`src/sv/slt_pkg.sv`:
```
`timescale 1ns / 1ps
// ----------------------------------------------------------------------------
// slt_pkg
// Shared types and constants for the sorted list table.
// ----------------------------------------------------------------------------
package slt_pkg;

    localparam int CAPACITY_DEF = 16;
    localparam int KEY_W        = 32;
    localparam int OPCODE_W     = 2;
    localparam int STATUS_W     = 2;
    localparam int COUNT_OUT_W  = 5;

    localparam logic [OPCODE_W-1:0] OP_INSERT = 2'd0;
    localparam logic [OPCODE_W-1:0] OP_REMOVE = 2'd1;
    localparam logic [OPCODE_W-1:0] OP_QUERY  = 2'd2;

    localparam logic [STATUS_W-1:0] ST_DONE   = 2'd0;
    localparam logic [STATUS_W-1:0] ST_FULL   = 2'd1;
    localparam logic [STATUS_W-1:0] ST_ABSENT = 2'd2;

    typedef enum logic [2:0] {
        S_IDLE,
        S_INS,
        S_INS_LAST,
        S_SCAN,
        S_RESP
    } slt_state_t;

endpackage

```
`src/sv/sorted_list_table_unit.sv`:
```
`timescale 1ns / 1ps
// ----------------------------------------------------------------------------
// sorted_list_table_unit
// Sorted multiset of signed 32-bit keys held in one RAM, ascending order.
// ----------------------------------------------------------------------------
// Usage:
//   Input channel (in_valid/in_stall) carries opcode and key: insert, remove
//   one copy, or membership query. Output channel (out_valid/out_stall)
//   returns one beat per input beat: found, status and entry_count.
//   Work is a read-modify-write walk over the key RAM, one entry per cycle
//   (read of the next entry overlaps the write of the shifted one):
//     insert: walks down from the top, moving each larger entry up a slot
//     remove: walks to the top to close the gap
//     query : stops at the first match, or walks to the top when absent
//   Full insert, empty store and unused opcodes go straight to the response.
//   One item is in work at a time; the RAM's single read port sets the pace.
//   A finished result sits in the output register; the next beat is taken
//   while it waits. If out_stall holds, the following item finishes its walk
//   and then waits until the output register frees up.
//   Reset empties the store (count cleared); RAM contents are not cleared.
// ----------------------------------------------------------------------------
module sorted_list_table_unit #(
    parameter int CAPACITY = slt_pkg::CAPACITY_DEF
) (
    input  logic                             clk,
    input  logic                             rst_n,
    input  logic                             in_valid,
    output logic                             in_stall,
    input  logic [slt_pkg::OPCODE_W-1:0]     opcode,
    input  logic signed [slt_pkg::KEY_W-1:0] key,
    output logic                             out_valid,
    input  logic                             out_stall,
    output logic                             found,
    output logic [slt_pkg::STATUS_W-1:0]     status,
    output logic [slt_pkg::COUNT_OUT_W-1:0]  entry_count
);

    localparam int AW = $clog2(CAPACITY);
    localparam int CW = $clog2(CAPACITY + 1);
    localparam logic [CW-1:0] CAP_C = CW'(CAPACITY);

    slt_pkg::slt_state_t state_reg, state_next;

    logic [CW-1:0]                    count_reg, count_next;
    logic                             out_valid_reg, out_valid_next;
    logic [AW-1:0]                    idx_reg, idx_next;
    logic [slt_pkg::OPCODE_W-1:0]     op_reg, op_next;
    logic signed [slt_pkg::KEY_W-1:0] key_reg, key_next;
    logic                             found_reg, found_next;
    logic [slt_pkg::STATUS_W-1:0]     status_reg, status_next;
    logic                             found_out_reg, found_out_next;
    logic [slt_pkg::STATUS_W-1:0]     status_out_reg, status_out_next;
    logic [slt_pkg::COUNT_OUT_W-1:0]  count_out_reg, count_out_next;

    logic                     ram_we;
    logic [AW-1:0]            ram_waddr;
    logic [slt_pkg::KEY_W-1:0] ram_wdata;
    logic                     ram_re;
    logic [AW-1:0]            ram_raddr;
    logic [slt_pkg::KEY_W-1:0] ram_rdata;

    logic          in_take;
    logic          out_free;
    logic          d_less;
    logic          hit;
    logic          at_last;
    logic          at_zero;
    logic          is_full;
    logic          is_empty;
    logic [CW-1:0] count_m1;

    slt_ram #(
        .WIDTH(slt_pkg::KEY_W),
        .DEPTH(CAPACITY)
    ) u_ram (
        .clk  (clk),
        .we   (ram_we),
        .waddr(ram_waddr),
        .wdata(ram_wdata),
        .re   (ram_re),
        .raddr(ram_raddr),
        .rdata(ram_rdata)
    );

    assign in_stall = (state_reg != slt_pkg::S_IDLE);
    assign in_take  = in_valid && !in_stall;
    assign out_free = !out_valid_reg || !out_stall;

    assign count_m1 = CW'(count_reg - CW'(1));
    assign is_full  = (count_reg >= CAP_C);
    assign is_empty = (count_reg == '0);
    assign d_less   = ($signed(ram_rdata) < key_reg);
    assign hit      = (ram_rdata == key_reg);
    assign at_last  = (CW'(idx_reg) == count_m1);
    assign at_zero  = (idx_reg == '0);

    // next state
    always_comb
    begin
        state_next = state_reg;
        case (state_reg)
            slt_pkg::S_IDLE:
            begin
                if (in_take)
                begin
                    if (opcode == slt_pkg::OP_INSERT)
                    begin
                        state_next = (is_full || is_empty) ? slt_pkg::S_RESP
                                                           : slt_pkg::S_INS;
                    end
                    else if (opcode == slt_pkg::OP_REMOVE
                             || opcode == slt_pkg::OP_QUERY)
                    begin
                        state_next = is_empty ? slt_pkg::S_RESP : slt_pkg::S_SCAN;
                    end
                    else
                    begin
                        state_next = slt_pkg::S_RESP;
                    end
                end
            end
            slt_pkg::S_INS:
            begin
                if (d_less)
                begin
                    state_next = slt_pkg::S_RESP;
                end
                else if (at_zero)
                begin
                    state_next = slt_pkg::S_INS_LAST;
                end
            end
            slt_pkg::S_INS_LAST:
            begin
                state_next = slt_pkg::S_RESP;
            end
            slt_pkg::S_SCAN:
            begin
                if ((op_reg == slt_pkg::OP_QUERY && hit) || at_last)
                begin
                    state_next = slt_pkg::S_RESP;
                end
            end
            slt_pkg::S_RESP:
            begin
                if (out_free)
                begin
                    state_next = slt_pkg::S_IDLE;
                end
            end
            default:
            begin
                state_next = slt_pkg::S_IDLE;
            end
        endcase
    end

    // datapath and RAM control
    always_comb
    begin
        count_next      = count_reg;
        idx_next        = idx_reg;
        op_next         = op_reg;
        key_next        = key_reg;
        found_next      = found_reg;
        status_next     = status_reg;
        found_out_next  = found_out_reg;
        status_out_next = status_out_reg;
        count_out_next  = count_out_reg;
        out_valid_next  = out_valid_reg && out_stall;
        ram_we          = 1'b0;
        ram_waddr       = '0;
        ram_wdata       = key_reg;
        ram_re          = 1'b0;
        ram_raddr       = '0;

        case (state_reg)
            slt_pkg::S_IDLE:
            begin
                if (in_take)
                begin
                    op_next     = opcode;
                    key_next    = key;
                    found_next  = 1'b0;
                    status_next = slt_pkg::ST_DONE;
                    if (opcode == slt_pkg::OP_INSERT)
                    begin
                        if (is_full)
                        begin
                            status_next = slt_pkg::ST_FULL;
                        end
                        else if (is_empty)
                        begin
                            ram_we     = 1'b1;
                            ram_waddr  = '0;
                            ram_wdata  = key;
                            count_next = CW'(1);
                        end
                        else
                        begin
                            // walk down from the top entry
                            ram_re    = 1'b1;
                            ram_raddr = count_m1[AW-1:0];
                            idx_next  = count_m1[AW-1:0];
                        end
                    end
                    else if (opcode == slt_pkg::OP_REMOVE
                             || opcode == slt_pkg::OP_QUERY)
                    begin
                        if (is_empty)
                        begin
                            if (opcode == slt_pkg::OP_REMOVE)
                            begin
                                status_next = slt_pkg::ST_ABSENT;
                            end
                        end
                        else
                        begin
                            ram_re    = 1'b1;
                            ram_raddr = '0;
                            idx_next  = '0;
                        end
                    end
                end
            end
            slt_pkg::S_INS:
            begin
                ram_we    = 1'b1;
                ram_waddr = AW'(idx_reg + 1'b1);
                if (d_less)
                begin
                    ram_wdata  = key_reg;
                    count_next = CW'(count_reg + CW'(1));
                end
                else
                begin
                    // shift entry up one slot, fetch the one below
                    ram_wdata = ram_rdata;
                    if (!at_zero)
                    begin
                        ram_re    = 1'b1;
                        ram_raddr = AW'(idx_reg - 1'b1);
                        idx_next  = AW'(idx_reg - 1'b1);
                    end
                end
            end
            slt_pkg::S_INS_LAST:
            begin
                ram_we     = 1'b1;
                ram_waddr  = '0;
                ram_wdata  = key_reg;
                count_next = CW'(count_reg + CW'(1));
            end
            slt_pkg::S_SCAN:
            begin
                if (op_reg == slt_pkg::OP_QUERY)
                begin
                    if (hit)
                    begin
                        found_next = 1'b1;
                    end
                    else if (!at_last)
                    begin
                        ram_re    = 1'b1;
                        ram_raddr = AW'(idx_reg + 1'b1);
                        idx_next  = AW'(idx_reg + 1'b1);
                    end
                end
                else
                begin
                    // once the match is seen, every later entry moves down
                    if (found_reg)
                    begin
                        ram_we    = 1'b1;
                        ram_waddr = AW'(idx_reg - 1'b1);
                        ram_wdata = ram_rdata;
                    end
                    if (hit)
                    begin
                        found_next = 1'b1;
                    end
                    if (at_last)
                    begin
                        if (found_reg || hit)
                        begin
                            count_next = count_m1;
                        end
                        else
                        begin
                            status_next = slt_pkg::ST_ABSENT;
                        end
                    end
                    else
                    begin
                        ram_re    = 1'b1;
                        ram_raddr = AW'(idx_reg + 1'b1);
                        idx_next  = AW'(idx_reg + 1'b1);
                    end
                end
            end
            slt_pkg::S_RESP:
            begin
                if (out_free)
                begin
                    out_valid_next  = 1'b1;
                    found_out_next  = found_reg;
                    status_out_next = status_reg;
                    count_out_next  = slt_pkg::COUNT_OUT_W'(count_reg);
                end
            end
            default:
            begin
                out_valid_next = out_valid_reg && out_stall;
            end
        endcase
    end

    always_ff @(posedge clk or negedge rst_n)
    begin
        if (!rst_n)
        begin
            state_reg     <= slt_pkg::S_IDLE;
            count_reg     <= '0;
            out_valid_reg <= 1'b0;
        end
        else
        begin
            state_reg     <= state_next;
            count_reg     <= count_next;
            out_valid_reg <= out_valid_next;
        end
    end

    always_ff @(posedge clk)
    begin
        idx_reg        <= idx_next;
        op_reg         <= op_next;
        key_reg        <= key_next;
        found_reg      <= found_next;
        status_reg     <= status_next;
        found_out_reg  <= found_out_next;
        status_out_reg <= status_out_next;
        count_out_reg  <= count_out_next;
    end

    assign out_valid   = out_valid_reg;
    assign found       = found_out_reg;
    assign status      = status_out_reg;
    assign entry_count = count_out_reg;

endmodule

```
`src/sv/slt_ram.sv`:
```
`timescale 1ns / 1ps
// ----------------------------------------------------------------------------
// slt_ram
// Generic simple dual-port RAM: one write port, one read port, registered
// read data.
// ----------------------------------------------------------------------------
module slt_ram #(
    parameter int WIDTH = 32,
    parameter int DEPTH = 16
) (
    input  logic                     clk,
    input  logic                     we,
    input  logic [$clog2(DEPTH)-1:0] waddr,
    input  logic [WIDTH-1:0]         wdata,
    input  logic                     re,
    input  logic [$clog2(DEPTH)-1:0] raddr,
    output logic [WIDTH-1:0]         rdata
);

    logic [WIDTH-1:0] mem [DEPTH];
    logic [WIDTH-1:0] rdata_reg;

    always_ff @(posedge clk)
    begin
        if (we)
        begin
            mem[waddr] <= wdata;
        end
        if (re)
        begin
            rdata_reg <= mem[raddr];
        end
    end

    assign rdata = rdata_reg;

endmodule
```
`config.mk`:
```
export PLATFORM = sky130hd
export DESIGN_NAME = sorted_list_table_unit
export DESIGN_NICKNAME = d
export VERILOG_FILES = /design/src/sv/slt_pkg.sv /design/src/sv/sorted_list_table_unit.sv /design/src/sv/slt_ram.sv
export SDC_FILE = /design/constraint.sdc
export NUM_CORES = 1
export LEC_CHECK = 0
export BUFFER_PORTS_ARGS = -buffer_cell sky130_fd_sc_hd__buf_4
export CAP_MARGIN = 10
export CELL_PAD_IN_SITES_DETAIL_PLACEMENT = 1
export CELL_PAD_IN_SITES_GLOBAL_PLACEMENT = 2
export CORE_ASPECT_RATIO = 0.8
export CORE_UTILIZATION = 45
export DETAILED_ROUTE_END_ITERATION = 8
export GPL_TIMING_DRIVEN = 0
export PLACE_DENSITY_LB_ADDON = 0.15
export SETUP_SLACK_MARGIN = 0.4
export SLEW_MARGIN = 20
export SYNTH_ARGS = -nofsm -noshare
export SYNTH_HDL_FRONTEND = slang
export SYNTH_SLANG_ARGS = --single-unit
```
`constraint.sdc`:
```
create_clock -name clk -period 4.9 [get_ports clk]
set_input_delay 0.49 -clock clk [delete_from_list [all_inputs] [get_ports clk]]
set_output_delay 0.49 -clock clk [all_outputs]
set_load 0.05 [all_outputs]
```
==> run_results.csv, run 1 <==
group,metric,value,unit
placement,place.detailed.hpwl,53.5,mm
clocking,cts_tree,"done",
routing,routed_via_density,5.96,
pwr,leakagePower,9.89,nW
synth,synth.cell_area,25000,sq um
pwr,comb_power_share,33.7,%
routing,drtIter0Drc,1830,
floorplan,die_area,56500,sq um
setup_path,crit_type,"reg2reg",
clocking,cts_buffers,59,
synth,ys_ff_latch,602,
timing,finalSetupTns,0,ps
setup_path,crit_path_end_kind,"flip-flop",
final_layout,area_growth,15.8,%
timing,slew_headroom,36.6,%
timing,maxSlewViolCount,0,
synth,synth_edf_count,593,
pwr,clkPwrFrac,25.4,%
routing,totalWireLength,78.4,mm
timing,worstMarginPinSlew,951,ps
worst_hold_path,min_path_type,"in2reg",
routing,antenna_left,0,
clocking,cts.path.max_buffers,3,
floorplan,initial_core_util,46.0,%
global_routing,grt_usage,28.3,%
final_layout,drive_gt1_share,14.5,%
status,outcome,"completed",
synth,seq_area_frac_synth,72.1,%
clocking,htreeDepth,2,
placement,place_congestion,0.805,
clocking,cts_root_buffer,"clkbuf_16",
placement,io_buffers,47,
timing,finalClockSkew,12.6,ps
global_routing,grt_pass1_vias,17300,
final_layout,largest_reg_flops,512,
pwr,swShare,36.3,%
setup_path,worst-endpoint-required,5170,ps
global_routing,grt_max_degree,37,
flow_run,cap_violations,0,
clocking,clkTransAtPathRegs,70,ps
timing,hold_violations,0,
timing,fmax,231,MHz
final_layout,finalNonFillerCells,2778,
timing,post-route-min-period,4330,ps
pwr,p_int,11.2,mW
routing,post_drt_wl_per_cell,28.2,microns
timing,finalSetupViolations,0,
timing,rsz0062_at_grt,"no",
synth,ys.flop_type,"edfxtp_1",
final_layout,layout.nets,2068,
setup_path,crit_arrival,4600,ps
timing,fin_crit_sh,88.4,%
clocking,clock_sinks,602,
pwr,irDropWorstVdd,0.308,mV
floorplan,core_area,54400,sq um
global_routing,use_met3,4.21,%
routing,drc,0,
synth,yosys_warnings,0,
floorplan,rows,76,
global_routing,antenna_found_initial,0,
global_routing,use_met2,45.6,%
global_routing,use_met1,40.0,%
synth,postSynthNetCount,1927,
synth,syn_area_per_cell,13.5,sq um
routing,first_pass_iters,6,
floorplan,die_h,213,microns
pwr,power.density,610,nW/um^2
synth,synthCells,1849,
pwr,power,17.7,mW
final_layout,nFillCells,5400,
clocking,insertion_delay,620,ps
synth,synthDistinctLibCells,60,
global_routing,gr-total-overflow,0,
pwr,p_seq_share,40.9,%
setup_path,start_kind,"flip-flop",
global_routing,grt_pass1_wl,116,mm
routing,num_vias,16600,
floorplan,die_x,266,microns
final_layout,n_antenna_cell,0,
global_routing,top_usage_layer,"met2",
synth,ys_async_sr_fraction,1.50,%
placement,dp_cells,2661,
pwr,p_switching,6.42,mW
setup_path,critPathMaxFanout,16,
floorplan,io_pins,48,
[worst paths after layout]
check	cells past startpoint	slack (ps)	end	start
worst max-delay path	13	570	u_ram.mem[7][14]	key_reg[13]
worst min-delay path	1	50	key_reg[25]	key[25]
worst max register to register	13	570	u_ram.mem[7][14]	key_reg[13]
worst min register to register	0	430	status[0]	status_reg[0]
max in group asynchronous	2	4520	count_reg[0]	rst_n
min in group asynchronous	2	230	count_reg[3]	rst_n
[cell usage in the layout (no fill, tap or decap), types with 8 or more instances in the layout]
master	Yosys	final
dfrtp_1	9	9
clkbuf_16	0	60
o21ai_1	33	33
nand2_1	356	356
a22oi_1	34	34
ha_1	40	40
a221oi_1	37	36
clkinv_1	0	20
clkbuf_1	38	31
mux2i_1	33	33
clkbuf_2	0	18
nand3_1	74	74
nor2_4	0	16
a21oi_1	185	185
inv_1	80	71
nand4_1	42	42
nor2_1	43	24
a222oi_1	31	31
buf_16	0	9
inv_2	0	8
o21ai_0	13	12
a32oi_1	32	32
buf_6	9	9
edfxtp_1	593	593
buf_2	56	53
buf_12	0	14
buf_4	11	69
nand2b_1	9	9
[layout make-up]
| cell class | count | area [sq um] | area share [%] |
|---|---|---|---|
| flip-flops and latches | 602 | 18000 | 62.3 |
| clock inverters | 36 | 323 | 1.11 |
| inverters | 80 | 305 | 1.05 |
| multi-input cells | 1051 | 6220 | 21.5 |
| plain buffers | 116 | 654 | 2.26 |
| clock buffers | 72 | 1550 | 5.34 |
| repair buffers | 80 | 958 | 3.31 |
| well taps | 741 | 927 | 3.20 |
[Yosys cell counts (all sizes together) (3+ instances only)]
cell / number / area (sq um)
ha: 40 / 500
o31ai: 4 / 35.0
inv: 80 / 300
o21ai: 48 / 248
a22oi: 34 / 255
nand3b: 3 / 22.5
edfxtp: 593 / 17800
o21a: 3 / 30.0
a221oi: 37 / 324
buf: 78 / 472
or2: 3 / 18.8
a21o: 6 / 45.0
nor2: 44 / 168
a21oi: 185 / 926
a222oi: 31 / 310
o22ai: 5 / 31.3
nor3: 6 / 40.0
nor4: 3 / 25.0
o211ai: 7 / 57.6
nand2b: 9 / 56.3
mux2i: 33 / 330
nand3: 74 / 370
xnor2: 6 / 52.6
nand2: 356 / 1340
o22a: 4 / 35.0
clkbuf: 38 / 143
a32oi: 32 / 280
dfrtp: 9 / 225
xor2: 6 / 52.6
and2: 3 / 18.8
nand4: 42 / 263
[critical path, cell delays in order (launching register included)]
cell and delay [ps]:
edfxtp_1 350, inv_1 50, ha_1 310, nand4_1 290, nor3_1 150, a2111o_1 490, o31ai_2 340, and3_1 210
buf_4 150, nand2b_1 220, nand2_1 230, clkbuf_2 430, a222oi_1 400, inv_1 330
[routing by layer]
layer / up-vias / routed length, microns
met4: 0 / 1980
met3: 102 / 5250
li1: 7294 / -
met1: 8579 / 34800
met5: - / 0
met2: 576 / 36500
[logic make-up (layout without fill, tap and decap cells)]
group           Yosys count  count (layout)  synth area share (%)
xor+xnor                 13              13                 0.510
mux                      33              33                  1.32
simple gates            553             553                  9.55
buf+inv                 196             384                  3.66
flops                   602             602                  72.1
compound gates          412             412                  10.9
fa+ha+maj                40              40                  2.00
[per-stage QoR]
step,utilization (%),instance area [sq um],worst slack [ps],hold WS [ps]
floorplan,-,25000,619,194
global placement,48.3,26300,-2950,327
detailed placement,49.4,26900,-417,330
CTS,53.2,28900,405,25.5
global route,53.3,29000,406,30.3
finish,53.3,29000,569,47.7
[repair_timing]
action / CTS / global route
buffers inserted: 8 / 0
endpoints found under the setup margin: 631 / 503
hold buffers: 1 / 0
gates resized for setup: 19 / 36
pin swaps: 5 / 0
hold endpoints to repair: 9 / 0
[power by group through the flow]
stage / clock network, mW / logic (mW) / registers [mW]
after floorplan: 0 / 3.37 / 7.33
final: 4.49 / 5.96 / 7.22
after CTS: 4.55 / 5.92 / 7.22
after global placement: 0 / 5.41 / 7.36
after detailed placement: 0 / 5.79 / 7.32
after global routing: 4.70 / 6.43 / 7.27
Note: power is estimated with default switching activity, not from simulation.
==> run 2, diff against run 1 <==
--- a/config.mk
+++ b/config.mk
@@ -12,7 +12,7 @@
 export CORE_ASPECT_RATIO = 0.8
 export CORE_UTILIZATION = 45
 export DETAILED_ROUTE_END_ITERATION = 8
-export GPL_TIMING_DRIVEN = 0
+export GPL_TIMING_DRIVEN = 1
 export PLACE_DENSITY_LB_ADDON = 0.15
 export SETUP_SLACK_MARGIN = 0.4
 export SLEW_MARGIN = 20
==> run_results.csv, run 2 (synthesis gave the netlist of run 1 again) <==
group,metric,value,unit
clocking,cts_tree,"done",
final_layout,layout_commonest_cell,"edfxtp_1",
clocking,clock_sinks,602,
clocking,clkTransAtPathRegs,60,ps
routing,post_drt_wl_per_cell,27.4,microns
global_routing,use_met1,38.3,%
floorplan,core_area,54400,sq um
worst_hold_path,min_path_cells,1,
global_routing,grt_pass1_wl,108,mm
timing,hold_violations,0,
setup_path,startpoint,"u_ram.rdata[13]",
setup_path,timing.rr.end,"u_ram.mem[4][13]",
final_layout,nFillCells,5328,
clocking,cts.path.max_buffers,3,
final_layout,drive_gt1_share,12.0,%
worst_hold_path,min_to,"key_reg[26]",
routing,totalWireLength,73.9,mm
final_layout,layout.nets,1992,
routing,first_pass_iters,5,
routing,drtIter0Drc,1753,
global_routing,top_usage_layer,"met2",
timing,worstMarginPinSlew,1020,ps
clocking,cts_buffers,59,
global_routing,grt_max_degree,85,
pwr,power.density,604,nW/um^2
timing,finalSetupViolations,0,
clocking,cts_root_buffer,"clkbuf_16",
worst_hold_path,hold_start,"key[26]",
pwr,leakagePower,9.59,nW
setup_path,worst-r2r-setup-slack,720,ps
setup_path,crit_arrival,4460,ps
final_layout,largest_reg_flops,512,
floorplan,rows,76,
global_routing,antenna_found_initial,0,
global_routing,use_met3,3.94,%
timing,fmax,239,MHz
placement,io_buffers,47,
clocking,htreeDepth,2,
timing,maxSlewViolCount,0,
floorplan,initial_core_util,46.0,%
floorplan,die_x,266,microns
final_layout,finalNonFillerCells,2698,
final_layout,n_antenna_cell,0,
status,outcome,"completed",
setup_path,crit_path_end_kind,"flip-flop",
worst_hold_path,min_path_type,"in2reg",
setup_path,start_kind,"flip-flop",
floorplan,die_area,56500,sq um
final_layout,area_growth,13.9,%
setup_path,worst-endpoint-required,5180,ps
timing,finalClockSkew,13.6,ps
timing,finalSetupTns,0,ps
setup_path,reg2reg_depth,11,
global_routing,grt_usage,26.1,%
global_routing,gr-total-overflow,0,
timing,fin_crit_sh,85.3,%
placement,place.detailed.hpwl,41.4,mm
routing,antenna_left,0,
pwr,irDropWorstVdd,0.357,mV
floorplan,io_pins,48,
routing,drc,0,
routing,routed_via_density,5.98,
floorplan,die_h,213,microns
setup_path,r2r_start,"u_ram.rdata[13]",
placement,place_congestion,0.832,
timing,rsz0062_at_grt,"no",
clocking,insertion_delay,630,ps
placement,dp_cells,2588,
timing,hold_slack,48.8,ps
setup_path,crit_type,"reg2reg",
final_layout,final_cell_mix,"593 x edfxtp_1, 356 x nand2_1, 185 x a21oi_1",
timing,slew_headroom,31.5,%
flow_run,cap_violations,0,
global_routing,use_met2,41.1,%
routing,num_vias,16100,
setup_path,critPathMaxFanout,24,
timing,post-route-min-period,4180,ps
global_routing,grt_pass1_vias,16400,
==> run 2: cell count changes in the layout (fill, tap and decap cells not counted), moves of 9 or more <==
cell,change
clkbuf_2,-18
buf_2,-53
clkbuf_1,-18
buf_16,-9
buf_4,+30
==> run 2: what timing repair did <==
| action | 4_1_cts | 5_1_grt |
|---|---|---|
| pin swaps | 1 | 2 |
| buffers inserted | 0 | 3 |
| hold buffers | 1 | 0 |
| endpoints found under the hold margin | 9 | 0 |
| resized for setup | 0 | 6 |
| gates cloned | 0 | 2 |
| setup endpoints to repair | 1 | 79 |
==> run 2: routing by layer <==
metal | vias up | part of all wire, %
met3 | 92 | 6.3
met4 | 0 | 1.9
li1 | 7129 | -
met1 | 8415 | 47
met2 | 506 | 45
met5 | - | 0
==> run 2: metrics by stage <==
| stage | util, % | instance area (sq um) | power [mW] | setup WS, ps |
|---|---|---|---|---|
| 2_1_floorplan | - | 25000 | 10.7 | 619 |
| 3_3_place_gp | 48.9 | 26600 | 12.6 | 640 |
| 3_5_place_dp | 48.9 | 26600 | 12.8 | 437 |
| 4_1_cts | 52.2 | 28400 | 17.2 | 407 |
| 5_1_grt | 52.3 | 28500 | 17.9 | 447 |
| 6_report | 52.3 | 28500 | 17.2 | 723 |
==> run 2: worst max-delay path by stage <==
stage | end | slack (ps) | cells past startpoint
after floorplan | u_ram.mem[4][0] | 620 | 8
after global placement | u_ram.rdata[14] | 640 | 12
after detailed placement | u_ram.rdata[14] | 440 | 12
after CTS | u_ram.rdata[14] | 410 | 12
after global routing | u_ram.rdata[27] | 450 | 14
final | u_ram.mem[4][13] | 720 | 11
==> run 2: critical path, stage by stage (launching register included) <==
cell,delay [ps]
edfxtp_1,400
ha_1,320
a21o_1,170
a21o_1,180
a2111o_1,530
o31ai_2,310
and3_4,420
nand2b_1,250
nand2_1,130
buf_4,300
a222oi_1,450
inv_1,340
==> run 2: final cells by class <==
cell class | instances | area, sq um | share of cell area (%)
inverters | 80 | 300 | 1.05
well taps | 741 | 927 | 3.26
clock inverters | 31 | 265 | 0.932
repair buffers | 118 | 1100 | 3.88
clock buffers | 73 | 1550 | 5.44
multi-input cells | 1053 | 6290 | 22.1
flip-flops and latches | 602 | 18000 | 63.3
==> run 2: power breakdown <==
part	total, mW	switching (mW)	internal (mW)
combinational	5.54	3.90	1.64
clock	4.39	1.95	2.44
sequential	7.27	0.289	6.98
total	17.2	6.14	11.1
==> run 3, diff against run 2 <==
--- a/config.mk
+++ b/config.mk
@@ -10,7 +10,7 @@
 export CELL_PAD_IN_SITES_DETAIL_PLACEMENT = 1
 export CELL_PAD_IN_SITES_GLOBAL_PLACEMENT = 2
 export CORE_ASPECT_RATIO = 0.8
-export CORE_UTILIZATION = 45
+export CORE_UTILIZATION = 49
 export DETAILED_ROUTE_END_ITERATION = 8
 export GPL_TIMING_DRIVEN = 1
 export PLACE_DENSITY_LB_ADDON = 0.15
@@ -18,4 +18,5 @@
 export SLEW_MARGIN = 20
 export SYNTH_ARGS = -nofsm -noshare
 export SYNTH_HDL_FRONTEND = slang
+export SYNTH_HIERARCHICAL = 1
 export SYNTH_SLANG_ARGS = --single-unit
==> run_results.csv, run 3 <==
group,metric,value,unit
pwr,leakagePower,9.61,nW
synth,yosys_warnings,6,
synth,yosys.area.top_type,"edfxtp_1",
routing,totalWireLength,66.0,mm
pwr,p_seq_share,38.1,%
synth,muxShareOfSynthArea,12.1,%
synth,synthDistinctLibCells,56,
final_layout,drive_gt1_share,28.9,%
flow_run,cap_violations,0,
timing,hold_violations,0,
clocking,cts.path.max_buffers,3,
setup_path,crit_arrival,4790,ps
routing,first_pass_iters,5,
pwr,irDropWorstVdd,0.503,mV
floorplan,io_pins,48,
synth,synth_top_cells_by_count,"593 x edfxtp_1, 128 x mux4_2, 96 x a22oi_1",
timing,post-route-min-period,4420,ps
floorplan,die_x,251,microns
synth,synthCells,1277,
synth,synth_top_family_by_area,"multiplexers",
timing,rsz0062_at_grt,"yes",
setup_path,slowest_delay,460,ps
timing,finalSetupViolations,0,
setup_path,critPathMaxFanout,26,
global_routing,gr-total-overflow,0,
floorplan,die_h,201,microns
synth,ys_async_sr_fraction,1.50,%
routing,antenna_left,0,
setup_path,reg2reg_depth,15,
global_routing,grt_usage,26.5,%
synth,synthTopCellsByArea,"edfxtp_1 73%, mux4_2 12%, a22oi_1 3.0%, ha_1 2.1%, o21ai_0 0.99%",
synth,postSynthNetCount,1355,
synth,synth_top_area_share,73.2,%
timing,slew_headroom,31.6,%
global_routing,antenna_found_initial,0,
synth,ys.flop_type,"edfxtp_1",
synth,synth_compound_area_share,5.87,%
pwr,p_switching,4.91,mW
worst_hold_path,min_path_cells,1,
synth,synth-simple-area-share,3.42,%
routing,num_vias,13400,
setup_path,worst-endpoint-required,5260,ps
routing,post_drt_wl_per_cell,31.1,microns
timing,maxSlewViolCount,0,
pwr,power,16.0,mW
pwr,power.density,555,nW/um^2
setup_path,path_cells,"ha_4 -> a21o_1 -> a221o_1 -> a221o_1 -> or3_4 -> nor3_4 -> xor2_2 -> nand2_2 -> o31ai_4 -> buf_12 -> buf_16 -> buf_12 -> mux4_2 -> a22oi_1 -> nand2_1",
final_layout,nFillCells,4150,
final_layout,n_antenna_cell,0,
synth,synth.cell_area,24300,sq um
pwr,clkPwrFrac,28.1,%
setup_path,start_kind,"flip-flop",
synth,seq_area_frac_synth,74.1,%
placement,place.detailed.hpwl,36.7,mm
placement,io_buffers,47,
timing,fin_crit_sh,90.3,%
clocking,clock_sinks,602,
clocking,cts_root_buffer,"clkbuf_16",
clocking,htreeDepth,2,
synth,synth_edf_count,593,
floorplan,core_area,48600,sq um
setup_path,crit_slowest_cell,"edfxtp_1",
synth,synth.most_common_cell,"edfxtp_1",
setup_path,worst-r2r-setup-slack,480,ps
routing,routed_via_density,6.32,
setup_path,crit_type,"reg2reg",
pwr,comb_power_share,33.8,%
clocking,cts_buffers,58,
global_routing,grt_max_degree,59,
final_layout,largest_reg_flops,512,
global_routing,grt_pass1_wl,95.5,mm
setup_path,crit_family,"compound AO/OA/AOI/OAI gates",
status,outcome,"completed",
final_layout,layout.nets,1528,
timing,finalSetupTns,0,ps
synth,ys_ff_latch,602,
timing,fmax,226,MHz
timing,finalClockSkew,17.9,ps
clocking,clkTransAtPathRegs,60,ps
pwr,swShare,30.7,%
placement,place_congestion,0.806,
setup_path,crit_path_end_kind,"flip-flop",
clocking,insertion_delay,620,ps
routing,drc,0,
final_layout,area_growth,18.3,%
synth,synthXorXnorAreaFrac,0.556,%
floorplan,initial_core_util,50.0,%
final_layout,final_cell_mix,"593 x edfxtp_1, 146 x buf_4, 128 x mux4_2",
final_layout,layout_commonest_cell,"edfxtp_1",
floorplan,die_area,50500,sq um
global_routing,grt_pass1_vias,13800,
setup_path,critPathBufInv,3,
floorplan,rows,72,
setup_path,worst-path-stages,15,
synth,synth_fa_ha_area_share,2.06,%
worst_hold_path,min_path_type,"in2reg",
timing,worstMarginPinSlew,1020,ps
synth,syn_area_per_cell,19.0,sq um
pwr,p_int,11.1,mW
clocking,cts_tree,"done",
routing,drtIter0Drc,1365,
run 3: cell types whose count changed in the layout (fill, tap and decap cells not counted), moves of 29 or more:
cell	change
nand2_1	-299
a21oi_1	-159
mux4_2	+128
nand3_1	-62
a22oi_1	+55
buf_4	+47
a221oi_1	-35
o21ai_0	+35
inv_1	-33
a32oi_1	-32
a222oi_1	-31
nand4_1	-31
o21ai_1	-30
mux2i_1	-29
run 3: power by group through the flow:
stage,Clock [mW],Combinational [mW],Sequential (mW)
2_1_floorplan,0,3.19,6.07
3_3_place_gp,0,4.57,6.19
3_5_place_dp,0,4.64,6.18
4_1_cts,4.57,5.17,6.08
5_1_grt,4.73,5.76,6.10
6_report,4.49,5.41,6.09
run 3: area by class of cell:
class	instances	area, sq um	area share (%)
clock buffers	70	1520	5.27
multi-input cells	566	6190	21.5
clock inverters	37	367	1.27
well taps	629	787	2.73
flip-flops and latches	602	18000	62.6
inverters	48	180	0.626
repair buffers	174	1710	5.95
run 3: worst paths after layout:
kind | start | to
hold reg to reg | status_reg[0] | status[0]
setup reg to reg | u_ram/rdata[17] | u_ram/rdata[4]
min in group asynchronous | rst_n | count_reg[0]
hold / removal | key[18] | key_reg[18]
setup / recovery | u_ram/rdata[17] | u_ram/rdata[4]
max in group asynchronous | rst_n | count_reg[3]
run 3: layer usage:
metal	routed length, microns	GRT usage, %	vias to the layer above
met5	0	0	-
met4	1430	6.82	0
met3	4810	4.66	107
met2	31100	41.6	538
met1	28700	38.7	7170
li1	-	-	5617
run 3: metrics by stage:
step | setup WS [ps] | hold WS [ps] | cells | utilization, % | cell area [sq um]
3_3_place_gp | 227 | 333 | 1989 | 54.1 | 26300
3_5_place_dp | 130 | 333 | 1989 | 54.1 | 26300
2_1_floorplan | 426 | 194 | 1277 | - | 24300
5_1_grt | 348 | 31.8 | 2126 | 59.2 | 28800
4_1_cts | 407 | 14.9 | 2111 | 58.6 | 28500
6_report | 476 | 54.5 | 2126 | 59.2 | 28800
run 3: cells by family (layout without fill, tap and decap cells):
group,count (synthesis),count (layout)
xor+xnor,13,13
fa+ha+maj,40,40
compound gates,213,213
mux,133,133
simple gates,166,167
flops,602,602
buf+inv,110,329
run 3: what timing repair did:
action                                  4_1_cts  5_1_grt
hold buffers                                  1        0
gates resized for setup                       8       24
buffers inserted                             10       13
cloned                                        4        2
hold endpoints to repair                      9        0
endpoints found under the setup margin       32       32
pin swaps                                     4        5
